`src/design/gsig_pkg.sv`:
```
package gsig_pkg;

    localparam int INDEX_WIDTH = 16;
    localparam int PATCH_W     = 8;
    localparam int CACHE_W     = 10;
    // Rows and columns need one bit more than the patch size so that a grid side of 257 fits.
    localparam int COORD_W     = PATCH_W + 1;
    localparam int CFG_INDEX_W = 4;
    localparam int CFG_DATA_W  = 16;
    localparam int IN_DATA_W   = 8;

    localparam logic [CFG_INDEX_W-1:0] REG_PATCH_SIZE        = CFG_INDEX_W'(0);
    localparam logic [CFG_INDEX_W-1:0] REG_VERTEX_CACHE_SIZE = CFG_INDEX_W'(1);

    localparam logic [PATCH_W-1:0] PATCH_SIZE_RESET        = PATCH_W'(17);
    localparam logic [CACHE_W-1:0] VERTEX_CACHE_SIZE_RESET = CACHE_W'(24);

    typedef struct packed {
        logic [PATCH_W-1:0] patch_size;
        logic [CACHE_W-1:0] vertex_cache_size;
    } t_grid_cfg;

    typedef struct packed {
        logic [INDEX_WIDTH-1:0] vertex_index;
        logic                   last_index;
    } t_step_result;

    // Grid side D = patch size plus the two skirt vertices.
    function automatic logic [COORD_W-1:0] grid_side(input logic [PATCH_W-1:0] patch);
        return COORD_W'(patch) + COORD_W'(2);
    endfunction

    // Band height in row steps: half the cache minus one, at least one.
    function automatic logic [COORD_W-1:0] band_step(input logic [CACHE_W-1:0] cache);
        logic [CACHE_W-2:0] half;
        half = cache[CACHE_W-1:1];
        if (half < (CACHE_W-1)'(2)) begin
            return COORD_W'(1);
        end
        return COORD_W'(half - (CACHE_W-1)'(1));
    endfunction

    // End row of a band that starts at row start, clamped to the last grid row.
    function automatic logic [COORD_W-1:0] clamp_end(input logic [COORD_W-1:0] start,
                                                     input t_grid_cfg cfg);
        logic [COORD_W:0]   e;
        logic [COORD_W-1:0] last;
        last = COORD_W'(cfg.patch_size) + COORD_W'(1);
        e    = (COORD_W+1)'(start) + (COORD_W+1)'(band_step(cfg.vertex_cache_size));
        if (e > (COORD_W+1)'(last)) begin
            return last;
        end
        return e[COORD_W-1:0];
    endfunction

endpackage

```
`src/design/grid_strip_index_generator.sv`:
```
// Channel   Direction  Word                              Handshake
// s_axis    in         tdata[0] = restart                i_s_axis_tvalid / o_s_axis_tready
// m_axis    out        tdata = vertex_index, tlast = last o_m_axis_tvalid / i_m_axis_tready
// cfg       in         index 0 patch_size, 1 cache size  i_cfg_valid / o_cfg_ready
//
// Each accepted input word produces exactly one output word in the next cycle.
// The throughput is one word per cycle: the strip counters and the single 9x9
// multiplier that forms row offset times grid side sit between the input handshake
// and the output register, and the output register accepts a new word whenever it
// is empty or being drained in the same cycle.
// Reset is synchronous and active low; it restores the register defaults and arms
// a restart, as does every write to a listed register. The configuration port is
// always ready.
// A stall on the output side holds the output word and drops o_s_axis_tready.
module grid_strip_index_generator (
    input  logic                                 i_clk,
    input  logic                                 i_rst_n,
    // Input word, bit 0: restart; bits 7:1 are zero.
    input  logic                                 i_s_axis_tvalid,
    output logic                                 o_s_axis_tready,
    input  logic [gsig_pkg::IN_DATA_W-1:0]       i_s_axis_tdata,
    // Output word, bits 15:0: vertex_index. tlast carries last_index.
    output logic                                 o_m_axis_tvalid,
    input  logic                                 i_m_axis_tready,
    output logic [gsig_pkg::INDEX_WIDTH-1:0]     o_m_axis_tdata,
    output logic                                 o_m_axis_tlast,
    // Register write channel.
    input  logic                                 i_cfg_valid,
    output logic                                 o_cfg_ready,
    input  logic [gsig_pkg::CFG_INDEX_W-1:0]     i_cfg_index,
    input  logic [gsig_pkg::CFG_DATA_W-1:0]      i_cfg_data
);
    import gsig_pkg::*;

    t_grid_cfg    r_cfg;
    logic         r_out_valid;
    t_step_result r_out;
    t_step_result step_result;
    logic         in_accept;
    logic         cfg_write;

    assign o_cfg_ready = 1'b1;
    assign cfg_write   = i_cfg_valid & o_cfg_ready;

    // The output register takes a new word when it is empty or being emptied now.
    assign o_s_axis_tready = !r_out_valid || i_m_axis_tready;
    assign in_accept       = i_s_axis_tvalid & o_s_axis_tready;

    // Register file. Writes to indexes beyond the list are accepted and ignored,
    // and they leave the strip position alone.
    always_ff @(posedge i_clk) begin
        if (!i_rst_n) begin
            r_cfg.patch_size        <= PATCH_SIZE_RESET;
            r_cfg.vertex_cache_size <= VERTEX_CACHE_SIZE_RESET;
        end else if (cfg_write) begin
            unique case (i_cfg_index)
                REG_PATCH_SIZE: begin
                    r_cfg.patch_size <= i_cfg_data[PATCH_W-1:0];
                end
                REG_VERTEX_CACHE_SIZE: begin
                    r_cfg.vertex_cache_size <= i_cfg_data[CACHE_W-1:0];
                end
                default: begin
                end
            endcase
        end
    end

    // A write to an unlisted index leaves the sequence alone.
    gsig_core u_core (
        .i_clk       (i_clk),
        .i_rst_n     (i_rst_n),
        .i_advance   (in_accept),
        .i_restart   (i_s_axis_tdata[0]),
        .i_cfg_write (cfg_write && (i_cfg_index == REG_PATCH_SIZE ||
                                    i_cfg_index == REG_VERTEX_CACHE_SIZE)),
        .i_cfg       (r_cfg),
        .o_result    (step_result)
    );

    always_ff @(posedge i_clk) begin
        if (!i_rst_n) begin
            r_out_valid <= 1'b0;
        end else if (in_accept) begin
            r_out_valid <= 1'b1;
        end else if (i_m_axis_tready) begin
            r_out_valid <= 1'b0;
        end
    end

    always_ff @(posedge i_clk) begin
        if (in_accept) begin
            r_out <= step_result;
        end
    end

    assign o_m_axis_tvalid = r_out_valid;
    assign o_m_axis_tdata  = r_out.vertex_index;
    assign o_m_axis_tlast  = r_out.last_index;

endmodule

```
`src/design/gsig_core.sv`:
```
module gsig_core (
    input  logic                  i_clk,
    input  logic                  i_rst_n,
    input  logic                  i_advance,
    input  logic                  i_restart,
    input  logic                  i_cfg_write,
    input  gsig_pkg::t_grid_cfg   i_cfg,
    output gsig_pkg::t_step_result o_result
);
    import gsig_pkg::*;

    typedef enum logic [3:0] {
        PH_FIRST  = 4'b0001,
        PH_SECOND = 4'b0010,
        PH_DEG_A  = 4'b0100,
        PH_DEG_B  = 4'b1000
    } t_phase;

    logic               r_pending;
    logic [COORD_W-1:0] r_start, r_end, r_col, r_row;
    t_phase             r_phase;

    logic [COORD_W-1:0] n_start, n_end, n_col, n_row;
    t_phase             n_phase;

    logic               restart;
    logic [COORD_W-1:0] cur_start, cur_end, cur_col, cur_row;
    t_phase             cur_phase;

    logic [COORD_W-1:0]   side, last_row, col_inc, sel_row, add_col, row_off;
    logic [2*COORD_W-1:0] prod;
    logic [2*COORD_W:0]   sum;
    logic                 col_last, flag;

    // A pending restart is raised by reset and by every write on i_cfg_write, so the first
    // item after either starts the strip from the top with the current register values.
    assign restart = i_restart | r_pending;

    always_comb begin
        if (restart) begin
            cur_start = '0;
            cur_end   = clamp_end('0, i_cfg);
            cur_col   = '0;
            cur_row   = '0;
            cur_phase = PH_FIRST;
        end else begin
            cur_start = r_start;
            cur_end   = r_end;
            cur_col   = r_col;
            cur_row   = r_row;
            cur_phase = r_phase;
        end
    end

    assign side     = grid_side(i_cfg.patch_size);
    assign last_row = COORD_W'(i_cfg.patch_size) + COORD_W'(1);
    assign col_inc  = cur_col + COORD_W'(1);
    // Column plus two reaching the side is the same as column reaching the patch size.
    assign col_last = (cur_col >= COORD_W'(i_cfg.patch_size));

    always_comb begin
        n_start = cur_start;
        n_end   = cur_end;
        n_col   = cur_col;
        n_row   = cur_row;
        n_phase = cur_phase;
        sel_row = cur_row;
        add_col = cur_col;
        flag    = 1'b0;
        unique case (cur_phase)
            PH_FIRST: begin
                n_phase = PH_SECOND;
            end
            PH_SECOND: begin
                add_col = col_inc;
                if (cur_row >= cur_end) begin
                    if ((cur_end >= last_row) && col_last) begin
                        flag    = 1'b1;
                        n_start = '0;
                        n_end   = clamp_end('0, i_cfg);
                        n_col   = '0;
                        n_row   = '0;
                        n_phase = PH_FIRST;
                    end else begin
                        n_phase = PH_DEG_A;
                    end
                end else begin
                    n_row   = cur_row + COORD_W'(1);
                    n_phase = PH_FIRST;
                end
            end
            PH_DEG_A: begin
                sel_row = cur_end;
                add_col = col_inc;
                n_phase = PH_DEG_B;
            end
            PH_DEG_B: begin
                if (col_last) begin
                    sel_row = cur_end;
                    add_col = '0;
                    n_start = cur_end;
                    n_end   = clamp_end(cur_end, i_cfg);
                    n_col   = '0;
                    n_row   = cur_end;
                end else begin
                    sel_row = cur_start;
                    add_col = col_inc;
                    n_col   = col_inc;
                    n_row   = cur_start;
                end
                n_phase = PH_FIRST;
            end
            default: begin
                n_phase = PH_FIRST;
            end
        endcase
    end

    // Rows count from the bottom of the grid: index = (last row - row) * side + column.
    assign row_off = last_row - sel_row;
    assign prod    = row_off * side;
    assign sum     = (2*COORD_W+1)'(prod) + (2*COORD_W+1)'(add_col);

    assign o_result.vertex_index = sum[INDEX_WIDTH-1:0];
    assign o_result.last_index   = flag;

    always_ff @(posedge i_clk) begin
        if (!i_rst_n) begin
            r_pending <= 1'b1;
            r_start   <= '0;
            r_end     <= '0;
            r_col     <= '0;
            r_row     <= '0;
            r_phase   <= PH_FIRST;
        end else if (i_cfg_write) begin
            r_pending <= 1'b1;
        end else if (i_advance) begin
            r_pending <= 1'b0;
            r_start   <= n_start;
            r_end     <= n_end;
            r_col     <= n_col;
            r_row     <= n_row;
            r_phase   <= n_phase;
        end
    end

endmodule

```
`config.mk`:
```
export PLATFORM = sky130hd
export DESIGN_NAME = grid_strip_index_generator
export DESIGN_NICKNAME = d
export VERILOG_FILES = /design/src/design/gsig_pkg.sv /design/src/design/grid_strip_index_generator.sv /design/src/design/gsig_core.sv
export SDC_FILE = /design/constraint.sdc
export NUM_CORES = 1
export LEC_CHECK = 0
export BUFFER_PORTS_ARGS = -buffer_cell sky130_fd_sc_hd__buf_2
export CAP_MARGIN = 20
export CORE_MARGIN = 10
export CORE_UTILIZATION = 40
export DETAILED_ROUTE_END_ITERATION = 8
export SYNTH_ARGS = -nofsm -noshare
export SYNTH_HDL_FRONTEND = slang
export SYNTH_HIERARCHICAL = 1
export SYNTH_SLANG_ARGS = --single-unit
```
`constraint.sdc`:
```
create_clock -name i_clk -period 26.4 [get_ports i_clk]
set_input_delay 3.96 -clock i_clk [delete_from_list [all_inputs] [get_ports i_clk]]
set_output_delay 3.96 -clock i_clk [all_outputs]
set_load 0.05 [all_outputs]
```
==> summary.md <==
| Metric | Value |
|---|---|
| Internal power | 0.268 mW |
| TritonCTS clock tree | done |
| Skew final | 0.00775 ns |
| First-pass detailed-route iteration total | 5 |
| Via count of the routed design | 7875 |
| Worst slack, placed | 12.86 ns |
| Cts repair resizes | 0 |
| Starting Density | 0.404 |
| Sw frac | 0.358 |
| Slew HR | 0.294 |
| Comb pwr share | 0.340 |
| Cell Count Post-Placement | 1404 |
| Via-to-Cell Ratio | 5.55 |
| Max-Cap Viols | 0 |
| Min Tclk post-route | 13.09 ns |
| CORE AREA | 0.0225 sq mm |
| Gr usage total | 0.173 |
| Total die area | 0.0291 sq mm |
| HP Class | register to register |
| CP max stage cell | fa_1 |
| Setup repair bufs after CTS | 0 |
| Num CTS Buffers | 9 |
| Leak Pwr | 4.61 nW |
| H-tree levels | 3 |
| CP arrival | 13.19 ns |
| CTS clk-pin slew, worst paths | 0.07 ns |
| Worst R2R Path Depth | 39 |
| 1st-iter DRT viols | 584 |
| Global-route wire length before repair | 40400 microns |
| Final setup fails | 0 |
| FP Rows | 55 |
| Power per cell area | 42.3 mW/mm^2 |
| Synth Instances | 1108 |
| Dpl hpwl | 18900 microns |
| Total Routed Length | 24300 microns |
| Aggregate global routing overflow | 0 |
| CTS Buffer Depth | 2 |
| Ratio of cells with drive above 1 in the final layout | 0.0882 |
| Syn-to-layout area delta | 8.82% |
| CP bufs+invs | 7 |
| Tot Pwr | 0.418 mW |
| Critical path fanouts, max | 32 |
| Top Family by Delay on Critical Path | adder cells |
| Worst-Margin Slew | 1.06 ns |
| Worst Hold Margin | 0.457 ns |
| Crit Path Category | input pin to register |
| Worst path max stage delay | 0.54 ns |
| Fin worst setup slack | 13.31 ns |
| P_sw | 0.150 mW |
| Worst skew pair latency | 0.35 ns |
| Hold_buf cts | 0 |
| Die width | 171 microns |
| Syn Nets | 1308 |
| Root Driver | clkbuf_16 |
| Placer Congestion | 0.900 |
| Outcome | finished clean |
| Sum Neg Setup Slack | 0 ns |
| Tcrit/Tclk final | 0.496 |
| Max-slew violations | 0 |
| Final hold vios | 0 |
| Vias in the first global route | 7891 |
| Io pins | 53 |
| Worst Path Required | 26.50 ns |
| Cell area after synthesis | 0.00908 sq mm |
| WHS Path Cells | 2 |
| Clock sink count | 76 |
| Ys Warns | 6 |
| Largest net degree at the start of global routing | 54 |
| CP endpoint kind | register |
| Critical path depth | 39 |
| Sequential Power Share | 0.316 |
| Fmax | 76.4 MHz |
| CP startpoint kind | input pin |
| Peak VDD IR | 0.0290 mV |
| WL/cell | 17.1 microns |
| Syn Area/Cell | 8.19 sq um |
| Diode count | 0 |
| ANT nets after route | 0 |
| Port bufs | 38 |
| Antenna violations before repair | 0 |
| Die height | 171 microns |
| RSZ-0062 raised after global routing | false |
| Post-detailed-route DRC marker count | 0 |
| # nets final | 1330 |
| Clock network power share | 0.345 |
| Layout Cells excl Fill | 1419 |
[final timing paths]
check,from,to,slack (ns)
setup / recovery,i_s_axis_tdata[0],o_m_axis_tdata[15],13.31
hold / removal,u_core/r_start[3],u_core/r_start[3],0.46
setup reg to reg,r_cfg[10],o_m_axis_tdata[15],15.35
hold reg to reg,u_core/r_start[3],u_core/r_start[3],0.46
[flip-flops by register name, summed over array words and instances, names as in the netlist]
| signal | count |
|---|---|
| u_core/r_row | 9 |
| o_m_axis_tvalid | 1 |
| r_cfg | 17 |
| u_core/r_phase | 4 |
| o_m_axis_tdata | 16 |
| u_core/r_col | 9 |
| u_core/r_start | 9 |
| o_m_axis_tlast | 1 |
| u_core/r_end | 9 |
| u_core/r_pending | 1 |
[worst min-delay path, stage by stage, from the launching register on]
cell and delay [ns]:
dfxtp_1 0.33, nand2_1 0.05, o21ai_0 0.05
[power by group through the flow]
stage,Combinational [mW],Clock [mW],Sequential [mW]
2_1_floorplan,0.0946,0,0.150
6_report,0.142,0.144,0.132
3_5_place_dp,0.142,0,0.135
4_1_cts,0.143,0.148,0.132
5_1_grt,0.162,0.152,0.133
3_3_place_gp,0.141,0,0.134
[routing by layer]
metal	wire length [microns]	part of all wire	track usage
met5	0	0	0
met4	503	0.021	0.0564
met3	1250	0.052	0.0343
met2	11500	0.47	0.284
met1	11100	0.46	0.221
[per-stage QoR]
step           area [sq um]   util
2_1_floorplan          9080      -
3_3_place_gp           9550  0.424
3_5_place_dp           9550  0.424
4_1_cts                9880  0.439
5_1_grt                9880  0.439
6_report               9880  0.439
[area by class of cell]
type                            count  area (sq um)
Clock buffer                       10           250
Sequential cell                    76          1690
Tap cell                          285           357
Clock inverter                      5          82.6
Multi-Input combinational cell    880          6790
Inverter                          112           420
Fill cell                        2242         12600
Timing Repair Buffer               51           288
[cell usage in the layout (no fill, tap or decap), types with 25 or more instances in the layout]
cell	n
dfxtp_1	59
o21ai_0	66
inv_1	109
fa_1	56
nor3_1	28
mux2i_1	27
ha_1	111
nand2_1	115
a21oi_1	52
nor2_1	104
nand2b_1	25
xnor2_1	34
buf_2	38
No activity file was read; power rests on OpenSTA's default activity.
